### src/sv/lpseg_pkg.sv
package lpseg_pkg;

  localparam int MAX_BLOCK    = 4096;
  localparam int MAX_SEGMENTS = 63;

  localparam logic [1:0] OP_SEEK = 2'd0;
  localparam logic [1:0] OP_LOOP = 2'd1;
  localparam logic [1:0] OP_PLAY = 2'd2;
  localparam logic [1:0] OP_FEED = 2'd3;

  localparam logic [2:0] ST_OK     = 3'd0;
  localparam logic [2:0] ST_REJECT = 3'd1;
  localparam logic [2:0] ST_IDLE   = 3'd2;
  localparam logic [2:0] ST_FULL   = 3'd3;
  localparam logic [2:0] ST_TRUNC  = 3'd4;

  localparam logic [1:0] REG_TIMELINE_END    = 2'd0;
  localparam logic [1:0] REG_TIMELINE_LOADED = 2'd1;
  localparam logic [1:0] REG_BLOCK_SIZE      = 2'd2;

  localparam logic [12:0] BLOCK_SIZE_RESET = 13'd256;

  // One decoded request as it travels from the front to the back.
  typedef struct packed {
    logic [1:0]  op;
    logic [31:0] target_frame;
    logic [31:0] loop_stop;
    logic        loop_on;
    logic        play_on;
    logic [12:0] frames;
  } cmd_t;

  typedef struct packed {
    logic [31:0] seg_start;
    logic [12:0] seg_len;
    logic        wrapped;
    logic [2:0]  status;
    logic        now_playing;
    logic [31:0] position;
    logic [12:0] frames_out;
    logic        last;
  } res_t;

endpackage

### src/sv/lpseg_front.sv
module lpseg_front
  import lpseg_pkg::*;
(
  input  logic        clk,
  input  logic        rst,
  input  logic        in_valid,
  output logic        in_ready,
  input  logic [1:0]  op,
  input  logic [31:0] target_frame,
  input  logic [31:0] loop_stop,
  input  logic        loop_on,
  input  logic        play_on,
  input  logic [15:0] ring_space,
  input  logic [12:0] block_size,
  output logic        cmd_valid,
  input  logic        cmd_pop,
  output cmd_t        cmd_data
);

  cmd_t        queue [2];
  logic        wr_ptr;
  logic        rd_ptr;
  logic [1:0]  count;
  logic [12:0] bs_clamped;
  logic [12:0] frames;
  cmd_t        cmd_in;
  logic        push;

  // A block size of zero acts as one frame; the ring space caps the feed.
  always_comb begin
    if (block_size == 13'd0) begin
      bs_clamped = 13'd1;
    end else if (block_size > 13'(MAX_BLOCK)) begin
      bs_clamped = 13'(MAX_BLOCK);
    end else begin
      bs_clamped = block_size;
    end
    if (ring_space < {3'b000, bs_clamped}) begin
      frames = ring_space[12:0];
    end else begin
      frames = bs_clamped;
    end
  end

  assign cmd_in = '{op: op, target_frame: target_frame, loop_stop: loop_stop,
                    loop_on: loop_on, play_on: play_on, frames: frames};

  assign in_ready  = (count != 2'd2);
  assign push      = in_valid && in_ready;
  assign cmd_valid = (count != 2'd0);
  assign cmd_data  = queue[rd_ptr];

  always_ff @(posedge clk) begin
    if (push) begin
      queue[wr_ptr] <= cmd_in;
    end
  end

  always_ff @(posedge clk) begin
    if (rst) begin
      wr_ptr <= 1'b0;
      rd_ptr <= 1'b0;
      count  <= 2'd0;
    end else begin
      if (push) begin
        wr_ptr <= ~wr_ptr;
      end
      if (cmd_pop) begin
        rd_ptr <= ~rd_ptr;
      end
      count <= count + 2'(push) - 2'(cmd_pop);
    end
  end

endmodule

### src/sv/lpseg_back.sv
module lpseg_back
  import lpseg_pkg::*;
#(
  parameter int SegLimit = MAX_SEGMENTS
) (
  input  logic        clk,
  input  logic        rst,
  input  logic        cmd_valid,
  output logic        cmd_pop,
  input  cmd_t        cmd_data,
  input  logic [31:0] timeline_end,
  input  logic        timeline_loaded,
  output logic        res_valid,
  input  logic        res_ready,
  output res_t        res_data
);

  localparam int SW = $clog2(SegLimit + 1);

  localparam logic [1:0] S_IDLE   = 2'd0;
  localparam logic [1:0] S_SCAN   = 2'd1;
  localparam logic [1:0] S_EMIT   = 2'd2;
  localparam logic [1:0] S_STATUS = 2'd3;

  logic [1:0]    state;
  logic [31:0]   playhead;
  logic          is_playing;
  logic          loop_enabled;
  logic [31:0]   loop_begin;
  logic [31:0]   loop_finish;
  logic [12:0]   frames;
  logic [31:0]   walk;
  logic [12:0]   mixed;
  logic [SW-1:0] nseg;
  logic [SW-1:0] ntot;
  logic [2:0]    status;
  logic [12:0]   frames_out;

  logic          out_free;
  logic          res_load;
  logic [31:0]   wph;
  logic          wrap;
  logic [31:0]   rem;
  logic [12:0]   left;
  logic [12:0]   chunk;
  logic          all_mixed;
  logic          seg_cap;
  logic          rem_zero;
  logic          ended;

  assign out_free = !res_valid || res_ready;
  assign cmd_pop  = (state == S_IDLE) && cmd_valid;
  assign res_load = out_free && (((state == S_EMIT) && (nseg != ntot)) ||
                                 (state == S_STATUS));

  // Segment cutter: one segment per cycle from the walking playhead (in the emit pass only while the output is free).
  always_comb begin
    wrap = loop_enabled && (walk >= loop_finish);
    wph  = wrap ? loop_begin : walk;
    rem  = loop_enabled ? (loop_finish - wph) : (timeline_end - wph);
    left = frames - mixed;
    if (rem < {19'd0, left}) begin
      chunk = rem[12:0];
    end else begin
      chunk = left;
    end
    all_mixed = (mixed == frames);
    seg_cap   = (nseg == SW'(SegLimit));
    rem_zero  = loop_enabled && (rem == 32'd0);
    ended     = !loop_enabled && (wph >= timeline_end);
  end

  always_ff @(posedge clk) begin
    if (rst) begin
      state        <= S_IDLE;
      playhead     <= 32'd0;
      is_playing   <= 1'b0;
      loop_enabled <= 1'b0;
      loop_begin   <= 32'd0;
      loop_finish  <= 32'd0;
      res_valid    <= 1'b0;
    end else begin
      if (res_load) begin
        res_valid <= 1'b1;
      end else if (res_ready) begin
        res_valid <= 1'b0;
      end
      case (state)
        S_IDLE: begin
          if (cmd_valid) begin
            frames_out <= 13'd0;
            case (cmd_data.op)
              OP_SEEK: begin
                playhead <= cmd_data.target_frame;
                status   <= ST_OK;
                state    <= S_STATUS;
              end
              OP_LOOP: begin
                state <= S_STATUS;
                if (cmd_data.loop_on && (cmd_data.loop_stop <= cmd_data.target_frame)) begin
                  status <= ST_REJECT;
                end else begin
                  status       <= ST_OK;
                  loop_enabled <= cmd_data.loop_on;
                  loop_begin   <= cmd_data.target_frame;
                  loop_finish  <= cmd_data.loop_stop;
                  if (cmd_data.loop_on && (playhead >= cmd_data.loop_stop)) begin
                    playhead <= cmd_data.target_frame;
                  end
                end
              end
              OP_PLAY: begin
                is_playing <= cmd_data.play_on;
                status     <= ST_OK;
                state      <= S_STATUS;
              end
              default: begin
                if (!is_playing || !timeline_loaded) begin
                  status <= ST_IDLE;
                  state  <= S_STATUS;
                end else if (cmd_data.frames == 13'd0) begin
                  status <= ST_FULL;
                  state  <= S_STATUS;
                end else begin
                  status <= ST_OK;
                  frames <= cmd_data.frames;
                  walk   <= playhead;
                  mixed  <= 13'd0;
                  nseg   <= '0;
                  state  <= S_SCAN;
                end
              end
            endcase
          end
        end
        S_SCAN: begin
          // First pass: find where the feed stops and commit the final state,
          // so every segment of the second pass can carry it.
          if (all_mixed || seg_cap || rem_zero || ended) begin
            if (all_mixed) begin
              frames_out <= frames;
              playhead   <= walk;
            end else if (seg_cap) begin
              status     <= ST_TRUNC;
              frames_out <= mixed;
              playhead   <= walk;
            end else if (rem_zero) begin
              status     <= ST_TRUNC;
              frames_out <= mixed;
              playhead   <= wph;
            end else begin
              is_playing <= 1'b0;
              frames_out <= frames;
              playhead   <= wph;
            end
            ntot  <= nseg;
            walk  <= playhead;
            mixed <= 13'd0;
            nseg  <= '0;
            state <= S_EMIT;
          end else begin
            walk  <= wph + {19'd0, chunk};
            mixed <= mixed + chunk;
            nseg  <= nseg + 1'b1;
          end
        end
        S_EMIT: begin
          if (nseg == ntot) begin
            state <= S_STATUS;
          end else if (out_free) begin
            res_data  <= '{seg_start: wph, seg_len: chunk, wrapped: wrap,
                           status: ST_OK, now_playing: is_playing,
                           position: playhead, frames_out: 13'd0, last: 1'b0};
            walk  <= wph + {19'd0, chunk};
            mixed <= mixed + chunk;
            nseg  <= nseg + 1'b1;
          end
        end
        S_STATUS: begin
          if (out_free) begin
            res_data  <= '{seg_start: 32'd0, seg_len: 13'd0, wrapped: 1'b0,
                           status: status, now_playing: is_playing,
                           position: playhead, frames_out: frames_out, last: 1'b1};
            state <= S_IDLE;
          end
        end
        default: begin
          state <= S_IDLE;
        end
      endcase
    end
  end

endmodule

### src/sv/loop_playhead_segmenter_unit.sv
// Playback transport: seek, set-loop, set-playing and feed requests enter a
// two-deep queue and are executed in order. Every request ends with one
// status result marked last; a feed first emits its mix segments. In a
// feed, one segment cutter walks the block twice, once to find the final
// playhead and play flag and once to emit the segments, one segment per
// cycle when the output is taken. Configuration (timeline end at 0x0,
// timeline loaded at 0x4, block size at 0x8) must be written only while
// no request is in flight.
module loop_playhead_segmenter_unit
  import lpseg_pkg::*;
#(
  parameter int SegLimit = MAX_SEGMENTS
) (
  input  logic        clk,
  input  logic        rst,
  input  logic        psel,
  input  logic        penable,
  input  logic        pwrite,
  input  logic [3:0]  paddr,
  input  logic [31:0] pwdata,
  output logic [31:0] prdata,
  output logic        pready,
  input  logic        in_valid,
  output logic        in_ready,
  input  logic [1:0]  op,
  input  logic [31:0] target_frame,
  input  logic [31:0] loop_stop,
  input  logic        loop_on,
  input  logic        play_on,
  input  logic [15:0] ring_space,
  output logic        out_valid,
  input  logic        out_ready,
  output logic [31:0] seg_start,
  output logic [12:0] seg_len,
  output logic        wrapped,
  output logic [2:0]  status,
  output logic        now_playing,
  output logic [31:0] position,
  output logic [12:0] frames_out,
  output logic        last
);

  logic [31:0] timeline_end;
  logic        timeline_loaded;
  logic [12:0] block_size;
  logic        cfg_write;
  logic        cmd_valid;
  logic        cmd_pop;
  cmd_t        cmd_data;
  res_t        res_data;

  assign pready    = 1'b1;
  assign cfg_write = psel && penable && pwrite && pready;

  always_ff @(posedge clk) begin
    if (rst) begin
      timeline_end    <= 32'd0;
      timeline_loaded <= 1'b0;
      block_size      <= BLOCK_SIZE_RESET;
    end else if (cfg_write) begin
      case (paddr[3:2])
        REG_TIMELINE_END:    timeline_end    <= pwdata;
        REG_TIMELINE_LOADED: timeline_loaded <= pwdata[0];
        REG_BLOCK_SIZE:      block_size      <= pwdata[12:0];
        default: begin
        end
      endcase
    end
  end

  always_comb begin
    case (paddr[3:2])
      REG_TIMELINE_END:    prdata = timeline_end;
      REG_TIMELINE_LOADED: prdata = {31'd0, timeline_loaded};
      REG_BLOCK_SIZE:      prdata = {19'd0, block_size};
      default:             prdata = 32'd0;
    endcase
  end

  lpseg_front u_front (
    .clk          (clk),
    .rst          (rst),
    .in_valid     (in_valid),
    .in_ready     (in_ready),
    .op           (op),
    .target_frame (target_frame),
    .loop_stop    (loop_stop),
    .loop_on      (loop_on),
    .play_on      (play_on),
    .ring_space   (ring_space),
    .block_size   (block_size),
    .cmd_valid    (cmd_valid),
    .cmd_pop      (cmd_pop),
    .cmd_data     (cmd_data)
  );

  lpseg_back #(
    .SegLimit (SegLimit)
  ) u_back (
    .clk             (clk),
    .rst             (rst),
    .cmd_valid       (cmd_valid),
    .cmd_pop         (cmd_pop),
    .cmd_data        (cmd_data),
    .timeline_end    (timeline_end),
    .timeline_loaded (timeline_loaded),
    .res_valid       (out_valid),
    .res_ready       (out_ready),
    .res_data        (res_data)
  );

  assign seg_start   = res_data.seg_start;
  assign seg_len     = res_data.seg_len;
  assign wrapped     = res_data.wrapped;
  assign status      = res_data.status;
  assign now_playing = res_data.now_playing;
  assign position    = res_data.position;
  assign frames_out  = res_data.frames_out;
  assign last        = res_data.last;

endmodule
### config.mk
export PLATFORM = sky130hd
export DESIGN_NAME = loop_playhead_segmenter_unit
export DESIGN_NICKNAME = d
export VERILOG_FILES = /design/src/sv/lpseg_pkg.sv /design/src/sv/lpseg_front.sv /design/src/sv/lpseg_back.sv /design/src/sv/loop_playhead_segmenter_unit.sv
export SDC_FILE = /design/constraint.sdc
export NUM_CORES = 1
export LEC_CHECK = 0
export BUFFER_PORTS_ARGS = -buffer_cell sky130_fd_sc_hd__clkbuf_2
export CAP_MARGIN = 5
export CORE_ASPECT_RATIO = 0.9
export CORE_MARGIN = 5
export CORE_UTILIZATION = 23
export CTS_BUF_LIST = sky130_fd_sc_hd__clkbuf_4
export CTS_CLUSTER_DIAMETER = 80
export DETAILED_ROUTE_END_ITERATION = 6
export PLACE_DENSITY = 0.38
export SLEW_MARGIN = 20
export SYNTH_ARGS = -nofsm -noshare
export SYNTH_HDL_FRONTEND = slang
export SYNTH_SLANG_ARGS = --single-unit
export TNS_END_PERCENT = 50
### constraint.sdc
create_clock -name clk -period 10.2 [get_ports clk]
set_clock_uncertainty 0.1 [all_clocks]
set_input_delay 0.51 -clock clk [delete_from_list [all_inputs] [get_ports clk]]
set_output_delay 0.51 -clock clk [all_outputs]
set_load 0.02 [all_outputs]
* Word-level counts from Yosys, hierarchy flattened
Memories as Yosys holds them, arrays and structs flattened. A register that Yosys moved wholly into a read port is not among the register bits.
Index checks and enable logic that the tools add are counted.
** Operators by class
- Add/subtract/negate cells :: 8
- Order comparisons :: 7
- Equality and inequality tests :: 29
- Mux-type cells :: 80
- Bitwise logic cells :: 7
- Reductions and logical operators :: 47
** Operators with widths (number)
- two-way mux 32 bit :: 15
- two-way mux 96 bit :: 3
- two-way mux 13 bit :: 16
- case mux 32 bit (3 select lines) :: 2
- case mux 96 bit (2 select lines) :: 1
- case mux 32 bit (2 select lines) :: 2
- >= comparator 32 bit :: 3
- subtractor 32 bit :: 2
- two-way mux 6 bit :: 7
- case mux 13 bit (3 select lines) :: 1
- adder 32 x 13 -> 32 bit :: 1
- less-or-equal comparator 32 bit :: 1
- logical NOT 32 bit :: 1
- less-than comparator 32 x 13 -> 1 bit :: 1
- logical NOT 13 bit :: 2
- case mux 13 bit (2 select lines) :: 1
- != test 2 bit, second input constant :: 10
- two-way mux 3 bit :: 6
- case mux 6 bit (3 select lines) :: 1
- AND reduction 6 bit :: 3
- less-than comparator 16 x 13 -> 1 bit :: 1
- two-way mux 2 bit :: 8
- adder 13 bit :: 1
- equality test 13 bit :: 1
- 32 further kinds :: 88
** Word-level totals
- Bits in registers :: 333
- Bits in writable memories :: 162
- Memories kept :: 1
** Memories
- u_front.queue :: depth 2, width 81, rd ports 1, clocked after memory_dff 1, write ports 1, line lpseg_front.sv:20 : cmd_t queue [2];

* Depth between registers and ports, before layout
Gate-level depths: netlist of the first run.
- Word-level depth :: 12
- Depth in mapped cells :: 47

* Modules after synthesis
A second synthesis of the first run with hierarchy kept.
** Unflattened totals
- Cell total of the unflattened synthesis :: 2911
- Area total of the unflattened synthesis :: 29597.1 sq um
** By module, submodules not included
- lpseg_back :: instances 1, cells an instance 2316, area an instance 20617.3 sq um
- lpseg_front :: instances 1, cells an instance 352, area an instance 6627.6 sq um
- loop_playhead_segmenter_unit :: instances 1, cells an instance 243, area an instance 2352.3 sq um

* Worst setup path before layout of the first run
OpenSTA, ideal clock, no wires.
- Kind :: register to register
- Start point :: register u_back.walk[0]
- End point :: register u_back.walk[28] (data pin)
- Setup time :: 256 ps
- Data arrival time :: 9162 ps
- Path slack :: 682 ps
- Cell stages (with the launch flop) :: 47
- Buffers on the path :: 3
- Clock period less this slack :: 9518 ps
- Cells stage by stage :: edfxtp_1 -> inv_1 -> ha_1 -> nand2b_1 -> a2111o_1 -> a31oi_1 -> o21ai_1 -> a41oi_2 -> buf_4 -> buf_2 -> buf_1 -> mux2i_1 -> ha_1 -> nand2b_1 -> a21oi_1 -> o21a_1 -> nor2_1 -> o21ai_0 -> [... 11 more ...] -> nor2_1 -> mux2i_1 -> ha_1 -> inv_1 -> fa_1 -> nor2b_1 -> o21ai_0 -> a21boi_0 -> o21ai_0 -> nand2b_1 -> a31oi_1 -> nand2b_1 -> a21oi_1 -> o41ai_1 -> or4_1 -> nor3b_1 -> xnor2_1 -> a22o_1
** On the way
- Longest elaborated chain between the ends :: 11
- Elaborated cells between the ends (all ways) :: 19
** Ends and longest elaborated chain
- start: declaration :: line lpseg_back.sv:32 : logic [31:0] walk;
- start signal: assignment :: line lpseg_back.sv:127 : walk <= playhead;
- start signal: assignment :: line lpseg_back.sv:157 : walk <= playhead;
- start signal: assignment :: line lpseg_back.sv:162 : walk <= wph + {19'd0, chunk};
- >= comparator 32 bit :: line lpseg_back.sv:58 : wrap = loop_enabled && (walk >= loop_finish);
- logical AND 1 bit :: line lpseg_back.sv:58
- two-way mux 32 bit * :: line lpseg_back.sv:59 : wph = wrap ? loop_begin : walk;
- subtractor 32 bit :: line lpseg_back.sv:60 : rem = loop_enabled ? (loop_finish - wph) : (timeline_end - wph);
- two-way mux 32 bit * :: line lpseg_back.sv:60
- less-than comparator 32 x 13 -> 1 bit :: line lpseg_back.sv:62 : if (rem < {19'd0, left}) begin
- two-way mux 13 bit * :: line lpseg_back.sv:62
- net u_back.chunk[0] :: line lpseg_back.sv:45 : logic [12:0] chunk;
- adder 32 x 13 -> 32 bit * :: line lpseg_back.sv:162, lpseg_back.sv:174
- two-way mux 32 bit :: line lpseg_back.sv:170 : end else if (out_free) begin
- two-way mux 32 bit :: line lpseg_back.sv:168 : if (nseg == ntot) begin
- case mux 32 bit (3 select lines) * :: line lpseg_back.sv:88 : case (state)
The timed path passes the listed nets; every way through them passes the cells marked *. The select of a mux whose other input is x is not followed.
A chain may end at the register's enable or synchronous reset.

* Worst setup path in the final report of the first run
- Start point :: register u_back.walk[0]
- End point :: register u_back.walk[30] (data pin)
The elaborated chain is that of the path after synthesis.

==> results of run 1 <==
==> logic make-up after synthesis <==
group	Yosys count	synth area share [%]
adders and majority gates	232	10.47
and+or+nand+nor	785	12.83
xor gates and xnor gates	105	3.273
buffers and inverters	264	3.732
muxes	179	6.520
AOI/OAI and AO/OA	674	15.56
DFF	496	47.60
other	1	0.01335
==> Yosys cell counts, drive strengths merged, types with 42 or more instances <==
cell type / count / area share (%)
a21oi: 239 / 4.3
a211oi: 116 / 3.1
o21ai: 103 / 1.8
inv: 153 / 2.0
clkbuf: 83 / 1.1
a21o: 53 / 1.4
dfxtp: 152 / 11
edfxtp: 344 / 37
nor2: 329 / 4.4
nand2: 187 / 2.5
mux2i: 157 / 5.6
xnor2: 63 / 2.0
xor2: 42 / 1.3
ha: 227 / 10
==> sequential cells by signal, summed over array words and instances, names as in the netlist, 2 cells and up, named ones only <==
signal / cells
u_front.queue: 162
u_back.res_data: 96
timeline_end: 32
u_back.loop_begin: 32
u_back.loop_finish: 32
u_back.playhead: 32
u_back.walk: 32
block_size: 13
u_back.frames: 13
u_back.frames_out: 13
u_back.mixed: 13
u_back.nseg: 6
u_back.ntot: 6
u_back.status: 3
u_back.state: 2
u_front.count: 2
==> layer usage <==
layer  wire [µm]  GRT usage (%)  share of wire (%)
met4        2140          4.627                2.2
met5          17              0              0.017
met2       48760          26.34                 49
met1       44170          18.72                 45
met3        3991          3.129                4.0
==> power breakdown <==
group          total (mW)  switching (mW)  internal (mW)
clock network        1.98           0.944           1.03
logic                3.56            2.16           1.40
registers            2.88           0.262           2.62
total                8.41            3.37           5.05
==> final cells by class <==
class | count | area (µm²)
diodes | 6 | 15.01
clock buffers | 224 | 1682
clock inverters | 43 | 239.0
fillers | 12870 | 84030
inverters | 153 | 574.3
multi-input cells | 1976 | 13840
flip-flops and latches | 496 | 13380
well taps | 1599 | 2001
repair buffers | 702 | 5363
==> worst min-delay path: cells and delay by family <==
kind,cells,cell delay (ns)
AO/OA/AOI/OAI,1,0.13
buffers and inverters,1,0.08
AND/OR/NAND/NOR,3,0.63
==> through the flow <==
step	setup WS, ns	TNS [ns]	hold slack (ns)
after floorplan	0.6820	0	0.3487
after CTS	0.06263	0	0.006740
after global placement	0.1561	0	0.3721
final	0.6201	0	0.2193
after detailed placement	0.1817	0	0.3874
after global routing	-0.008897	-0.008897	0.1310
==> worst paths after layout <==
| path | startpoint | depth (start not counted) | endpoint |
|---|---|---|---|
| max | u_back.walk[0] | 41 | u_back.walk[30] |
| min | pwrite | 5 | timeline_end[8] |
| max reg2reg | u_back.walk[0] | 41 | u_back.walk[30] |
| min reg2reg | u_back.loop_begin[12] | 2 | u_back.loop_begin[12] |
==> repair_timing <==
action,4_1_cts,5_1_grt
hold endpoints to repair,308,0
resized for setup,0,20
buffers inserted,0,10
setup endpoints to repair,0,17
hold buffers,258,0
==> metrics, run 1 <==
run status completed; DP Area 32,380 µm²; CP Max Fanout 8; IO Port Bufs 254; Synth cell types between 80 and 90; Placement Rows 121; Cells after Synth 2,736; clock root buffer clkbuf_4; wire length per cell about 19 µm; worst-margin pin slew 1.082 ns; CTS buffer count 149; Die ar. 129,300 µm²; Post-Syn Area per Cell 10.27 µm²; design area 37,090 µm²; slowest stage delay, CP 0.62 ns; Starting Density 23.20%; min cycle time layout 9.580 ns; Power Total 8.413 mW; endpoints failing hold 0; largest net degree at the start of global routing 131; CTS clk-pin slew, worst paths 0.07 ns; Worst EP arrival 10.32 ns; GRT Util Overall 15.10%; Core Box Area 121,100 µm²; Synth Register Bits between 400 and 500; WP data required 10.94 ns; Critical Path End Type register; final core occ 30.62%; Via-to-Cell Ratio 4.450; CP Class register to register; sequential fraction of the synthesis area between 40% and 50%; via count 23,130; first-pass GRT wire length 146.7 mm; placed cells about 4,700; CTS tree done; PD cells 226.8 nW/µm²; gpl congestion 0.8292; CP startpoint kind register; Layout Cells excl Fill 5,199; Congestion Overflow GR 0; vias in the first global route 23,200; CTS Sinks 496; layout cell share with drive strength beyond 1 20.95%; clock buffer depth 3; Ys Warns 0; top-level I/O count between 200 and 300; Detailed Route WL just under 100 mm; Slew Viols, Final 0; worst vdd ir roughly 0.11 mV; router iterations before antenna repair 5; number of H-tree levels 4; antenna violations before repair 6; # nets final 3,837; r2r setup slk 0.62 ns; Top FF cell, synth edfxtp_1; Post-synth EDFFs about 340; Synth-to-Final Area Change 32.01%; commonest cells after routing, fill and taps aside edfxtp_1 (344), nor2_1 (328), dlygate4sd3_1 (258); syn_nets 3,095; Clk Latency, worst-skew pair 1.09 ns; antenna-violating nets left 0; cell family with most CP delay compound AO/OA/AOI/OAI gates; die width 378.4 µm; Hold Crit Class input port to register; Final Cycle Share 93.92%; async set-reset flop share out of synthesis 0%; violation count after the first detailed-routing iteration 1,049; Leakage 15.14 nW; Max stage delay cell, worst path mux2i_1; synthesized area approximately 28,000 µm²; most common cell after layout, fill and taps aside edfxtp_1; Max Freq 104.4 MHz; chip height 341.6 µm; HPWL after detailed placement 73.55 mm; Relative slew margins approximately 28%; Remaining DRCs 0; endpoints failing setup 0; max_cap viols 0; WP buf/inv 8
Power figures use the tool's default switching activity.
==> run 2, diff against run 1 <==
--- a/config.mk
+++ b/config.mk
@@ -13,7 +13,7 @@
 export CTS_BUF_LIST = sky130_fd_sc_hd__clkbuf_4
 export CTS_CLUSTER_DIAMETER = 80
 export DETAILED_ROUTE_END_ITERATION = 6
-export PLACE_DENSITY = 0.38
+export PLACE_DENSITY = 0.37
 export SLEW_MARGIN = 20
 export SYNTH_ARGS = -nofsm -noshare
 export SYNTH_HDL_FRONTEND = slang
==> constraint.sdc (replaced) <==
create_clock -name clk -period 10 [get_ports clk]
set_clock_uncertainty 0.1 [all_clocks]
set_input_delay 0.5 -clock clk [delete_from_list [all_inputs] [get_ports clk]]
set_output_delay 0.5 -clock clk [all_outputs]
set_load 0.02 [all_outputs]
==> run 2 against run 1 <==
Non-clock buffer count up 64. Maximum frequency grew 2.2%. Sequential cell count did not move. Routed wire length is 0.67% higher. Clock-buffer cell count fell by 3. Utilization rose by 0.40 points. Critical path depth rose by 6. Global-route usage increased by 0.16 points.
==> metrics, run 2 (synthesis results as in run 1) <==
worst vdd ir 0.1284 mV (was 0.1093 mV); Die ar. 129,300 µm² (unchanged); clock root buffer clkbuf_4 (unchanged); # nets final 3,904 (was 3,837); Slew Viols, Final 0 (unchanged); chip height 341.6 µm (unchanged); vias in the first global route 23,400 (was 23,200); largest net degree at the start of global routing 131 (unchanged); Congestion Overflow GR 0 (unchanged); Remaining DRCs 0 (unchanged); wire length per cell 18.95 µm (was 19.06 µm); top-level I/O count 258 (unchanged); Worst EP arrival 10.13 ns (was 10.32 ns); run status completed (unchanged); largest registers u_front.queue x162, u_back.res_data x96 (unchanged); CTS clk-pin slew, worst paths 0.07 ns (about the same); WP data required 10.75 ns (was 10.94 ns); CP Max Fanout 5 (was 8); PD cells 230.0 nW/µm² (was 226.8 nW/µm²); most common cell after layout, fill and taps aside edfxtp_1 (unchanged); Max stage delay cell, worst path or4_4 (was mux2i_1); Clock Power Share 23.3% (was 23.5%); worst-margin pin slew 1.079 ns (was 1.082 ns); GRT Util Overall 15.26% (was 15.10%); layout cell share with drive strength beyond 1 22.07% (was 20.95%); via count 23,340 (was 23,130); number of H-tree levels 4 (unchanged); CTS buffer count 152 (was 149); Synth-to-Final Area Change 33.74% (was 32.01%); Relative slew margins 28.05% (was 27.72%); Max Freq 106.6 MHz (was 104.4 MHz); Placement Rows 121 (unchanged); HPWL after detailed placement 74.38 mm (was 73.55 mm); CP startpoint kind register (unchanged); endpoints failing hold 0 (unchanged); Starting Density 23.20% (unchanged); violation count after the first detailed-routing iteration 1,098 (was 1,049); endpoints failing setup 0 (unchanged); Detailed Route WL 99.74 mm (was 99.08 mm); slowest stage delay, CP 0.54 ns (was 0.62 ns); clock buffer depth 3 (unchanged); min cycle time layout 9.378 ns (was 9.580 ns); IO Port Bufs 254 (unchanged); Seq pwr share 33.9% (was 34.2%); combinational share of power 42.9% (was 42.3%); Hold Crit Class input port to register (unchanged); Via-to-Cell Ratio 4.435 (was 4.450); max_cap viols 0 (unchanged); Core Box Area 121,100 µm² (unchanged); commonest cells after routing, fill and taps aside edfxtp_1 (344), nor2_1 (328), dlygate4sd3_1 (273) (was edfxtp_1 (344), nor2_1 (328), dlygate4sd3_1 (258)); # fillers 12,900 (was 12,870); die width 378.4 µm (unchanged); Psw 3.438 mW (was 3.365 mW); Fin Setup TNS 0 ns (unchanged); DP Area 32,820 µm² (was 32,380 µm²); gpl congestion 0.8605 (was 0.8292); Largest register FFs 162 (unchanged); CP Class register to register (unchanged); cell mode on critical path buf_4; first-pass GRT wire length 147.9 mm (was 146.7 mm); Critical Path End Type register (unchanged); Fin Hold WS 0.1924 ns (was 0.2193 ns); Leakage 15.37 nW (was 15.14 nW); antenna-violating nets left 0 (unchanged); Top reg by flops u_front.queue (unchanged); Final Cycle Share 93.78% (was 93.92%); Clk Latency, worst-skew pair 1.11 ns (was 1.09 ns); router iterations before antenna repair 5 (unchanged); antenna violations before repair 5 (was 6); CTS tree done (unchanged); Switching Share 39.78% (was 40.00%); final core occ 31.02% (was 30.62%); CTS Sinks 496 (unchanged); cell-internal power 5.204 mW (was 5.048 mW); design area 37,570 µm² (was 37,090 µm²)
## run 2: cell types whose count changed in the layout (fill, tap and decap cells not counted), sizes merged
cell	change
diode	+1
clkinv	+3
dlygate4sd3	+15
clkbuf	-4
clkinvlp	-1
buf	+50
## run 2: metal layers
metal | global-route usage [%] | wire length [µm]
met5 | 0 | 27
met4 | 4.873 | 2283
met3 | 3.250 | 4225
met2 | 26.50 | 49320
met1 | 18.89 | 43880
## run 2: worst max-delay path: cells and delay by family (launching register included)
| family | cells | cell delay [ns] |
|---|---|---|
| AO/OA/AOI/OAI | 18 | 3.27 |
| XOR/XNOR | 2 | 0.25 |
| adder cells (fa/ha/maj) | 6 | 1.70 |
| buffers and inverters | 11 | 1.28 |
| flip-flops | 1 | 0.39 |
| multiplexers | 2 | 0.39 |
| AND/OR/NAND/NOR | 8 | 1.71 |
## run 2: metrics by stage
step,instances,power [mW],setup slack (ns)
after floorplan,2736,5.188,0.4820
after global placement,4717,6.661,-0.05694
after detailed placement,4717,6.645,-0.06255
after CTS,5256,8.826,0.01322
after global routing,5262,9.360,-0.03561
final,5263,8.642,0.6221
## run 2: path summary, 6_finish.rpt
kind,from,end,slack [ns],cells after the start
worst min register to register,timeline_end[0],timeline_end[0],0.39,2
worst min-delay path,loop_on,u_front.queue[0][14],0.19,2
worst max register to register,u_back.walk[0],u_back.walk[28],0.62,47
worst max-delay path,u_back.walk[0],u_back.walk[28],0.62,47
## run 2: cell type report
class | instances | area (µm²) | area share, %
clock buffers | 221 | 1659 | 4.415
clock inverters | 45 | 245.2 | 0.6527
multi-input cells | 1976 | 13860 | 36.89
inverters | 153 | 574.3 | 1.528
flip-flops and latches | 496 | 13380 | 35.60
repair buffers | 766 | 5842 | 15.55
diodes | 7 | 17.52 | 0.04662
well taps | 1599 | 2001 | 5.324
## run 2: power by group through the flow
stage	Sequential (mW)	Clock (mW)	Combinational (mW)
after floorplan	2.97	0	2.21
after global placement	2.99	0	3.67
after detailed placement	2.98	0	3.66
after CTS	2.95	2.12	3.76
after global routing	2.97	2.24	4.14
final	2.93	2.01	3.71
## run 2: repair_timing
item | CTS | global route
endpoints found under the hold margin | 299 | 0
buffers inserted | 0 | 0
gates resized for setup | 3 | 33
endpoints found under the setup margin | 2 | 19
hold buffers | 273 | 0
pin swaps | 0 | 3
==> run 3, diff against run 2 <==
--- a/config.mk
+++ b/config.mk
@@ -7,13 +7,15 @@
 export LEC_CHECK = 0
 export BUFFER_PORTS_ARGS = -buffer_cell sky130_fd_sc_hd__clkbuf_2
 export CAP_MARGIN = 5
+export CELL_PAD_IN_SITES_DETAIL_PLACEMENT = 1
+export CELL_PAD_IN_SITES_GLOBAL_PLACEMENT = 2
 export CORE_ASPECT_RATIO = 0.9
 export CORE_MARGIN = 5
 export CORE_UTILIZATION = 23
 export CTS_BUF_LIST = sky130_fd_sc_hd__clkbuf_4
 export CTS_CLUSTER_DIAMETER = 80
 export DETAILED_ROUTE_END_ITERATION = 6
-export PLACE_DENSITY = 0.37
+export PLACE_DENSITY = 0.51
 export SLEW_MARGIN = 20
 export SYNTH_ARGS = -nofsm -noshare
 export SYNTH_HDL_FRONTEND = slang
==> run 3 against run 2 <==
Register-to-register slack worse by 0.097 ns. Worst hold slack got worse by 0.014 ns. Cell count is 3.3% higher. Setup slack worse by 0.097 ns. Critical path depth down 1. Die area is the same. Utilization rose by 1.1 points. First-iteration DRC count decreased by 18%. Total power increased by 5.7%. Critical path type unchanged. Critical endpoint unchanged. Largest power group unchanged.
==> metrics, run 3 (synthesis results as in run 1) <==
Fin Setup TNS 0 ns (unchanged); Clk Latency, worst-skew pair 1.14 ns (was 1.11 ns); min cycle time layout 9.475 ns (was 9.378 ns); gpl congestion 0.8246 (was 0.8605); top-level I/O count 258 (unchanged); router iterations before antenna repair 5 (unchanged); Top reg by flops u_front.queue (unchanged); Largest register FFs 162 (unchanged); Via-to-Cell Ratio 4.528 (was 4.435); Starting Density 23.20% (unchanged); final core occ 32.16% (was 31.02%); Worst EP arrival 10.24 ns (was 10.13 ns); slowest stage delay, CP 0.59 ns (was 0.54 ns); Detailed Route WL 108.9 mm (was 99.74 mm); Placement Setup Slack -0.6427 ns (was -0.06255 ns); Fin Hold WS 0.1784 ns (was 0.1924 ns); worst vdd ir 0.1488 mV (was 0.1284 mV); largest net degree at the start of global routing 131 (unchanged); Leakage 16.28 nW (was 15.37 nW); CP Class register to register (unchanged); # fillers 13,860 (was 12,900); CP Max Fanout 38 (was 5); chip height 341.6 µm (unchanged); most common cell after layout, fill and taps aside buf_4 (was edfxtp_1); layout cell share with drive strength beyond 1 26.76% (was 22.07%); Max Freq 105.5 MHz (was 106.6 MHz); antenna violations before repair 8 (was 5); # nets final 4,075 (was 3,904); antenna-violating nets left 0 (unchanged); Power Total 9.139 mW (was 8.642 mW); Final Cycle Share 94.75% (was 93.78%); endpoints failing setup 0 (unchanged); number of H-tree levels 4 (unchanged); run status completed (unchanged); clock buffer depth 3 (unchanged); wire length per cell 20.03 µm (was 18.95 µm); GRT Util Overall 16.70% (was 15.26%); Die ar. 129,300 µm² (unchanged); CTS clk-pin slew, worst paths 0.07 ns (about the same); first-pass GRT wire length 163.5 mm (was 147.9 mm); CP startpoint kind register (unchanged); commonest cells after routing, fill and taps aside buf_4 (448), edfxtp_1 (344), nor2_1 (325) (was edfxtp_1 (344), nor2_1 (328), dlygate4sd3_1 (273)); IO Port Bufs 254 (unchanged); endpoints failing hold 0 (unchanged); CTS buffer count 148 (was 152); WP data required 10.76 ns (was 10.75 ns); via count 24,610 (was 23,340); max_cap viols 0 (unchanged); HPWL after detailed placement 82.64 mm (was 74.38 mm); Slew Viols, Final 0 (unchanged); Core Box Area 121,100 µm² (unchanged); Hold Crit Class input port to register (unchanged); PnR worst setup slack 0.5248 ns (was 0.6221 ns); Congestion Overflow GR 0 (unchanged); violation count after the first detailed-routing iteration 896 (was 1,098); Remaining DRCs 0 (unchanged); clock root buffer clkbuf_4 (unchanged); CTS tree done (unchanged); Critical Path End Type register (unchanged); vias in the first global route 26,890 (was 23,400); PD cells 234.6 nW/µm² (was 230.0 nW/µm²); Relative slew margins 24.51% (was 28.05%); Synth-to-Final Area Change 38.62% (was 33.74%); die width 378.4 µm (unchanged); worst-margin pin slew 1.132 ns (was 1.079 ns); Max stage delay cell, worst path or4_4 (unchanged); Placement Rows 121 (unchanged); CTS Sinks 496 (unchanged); largest registers u_front.queue x162, u_back.res_data x96 (unchanged); cell mode on critical path buf_4 (unchanged)
run 3: per-layer routing:
layer / track usage, % / part of all wire, % / vias to the layer above
li1: - / - / 12070
met1: 19.89 / 43 / 12060
met2: 30.67 / 52 / 340
met3: 2.823 / 3.0 / 148
met4: 5.031 / 2.2 / 0
met5: 0 / 0 / -
run 3: critical path: cells and delay by family (launching register included):
family / cells / cell delay [ns]
adders and majority gates: 4 / 1.04
and+or+nand+nor: 13 / 2.78
xor gates and xnor gates: 1 / 0.08
muxes: 2 / 0.53
AOI/OAI and AO/OA: 14 / 2.30
buffers and inverters: 12 / 1.90
DFF: 1 / 0.44
run 3: final timing paths:
kind	to	cells after the start	startpoint	slack, ns
worst min register to register	timeline_end[16]	2	timeline_end[16]	0.40
worst max-delay path	u_back.walk[28]	46	u_back.walk[0]	0.52
worst max register to register	u_back.walk[28]	46	u_back.walk[0]	0.52
worst min-delay path	timeline_end[7]	6	pwrite	0.18
run 3: final cells by class:
cell class              count  area [µm²]  area share, %
flip-flops and latches    496       13380          34.35
diodes                      6       15.01        0.03855
clock buffers             204        1531          3.932
multi-input cells        1976       13940          35.80
clock inverters            61       422.9          1.086
repair buffers            941        7083          18.19
inverters                 153       574.3          1.475
well taps                1599        2001          5.137
run 3: report_power, final:
group	internal [mW]	total, mW	switching, mW	leakage [nW]
registers	2.67	2.93	0.259	4.44
logic	1.74	4.11	2.37	10.7
clock network	1.11	2.10	0.992	1.15
run 3: metrics by stage:
step,instances,area [µm²]
floorplan,2736,28100
global placement,4931,34440
detailed placement,4931,34440
CTS,5429,38780
global route,5436,38950
finish,5436,38950
run 3: repair_timing:
item	4_1_cts	5_1_grt
pin swaps	0	6
hold buffers	233	0
resized for setup	13	38
endpoints found under the hold margin	340	0
endpoints found under the setup margin	18	20
setup buffers	0	1
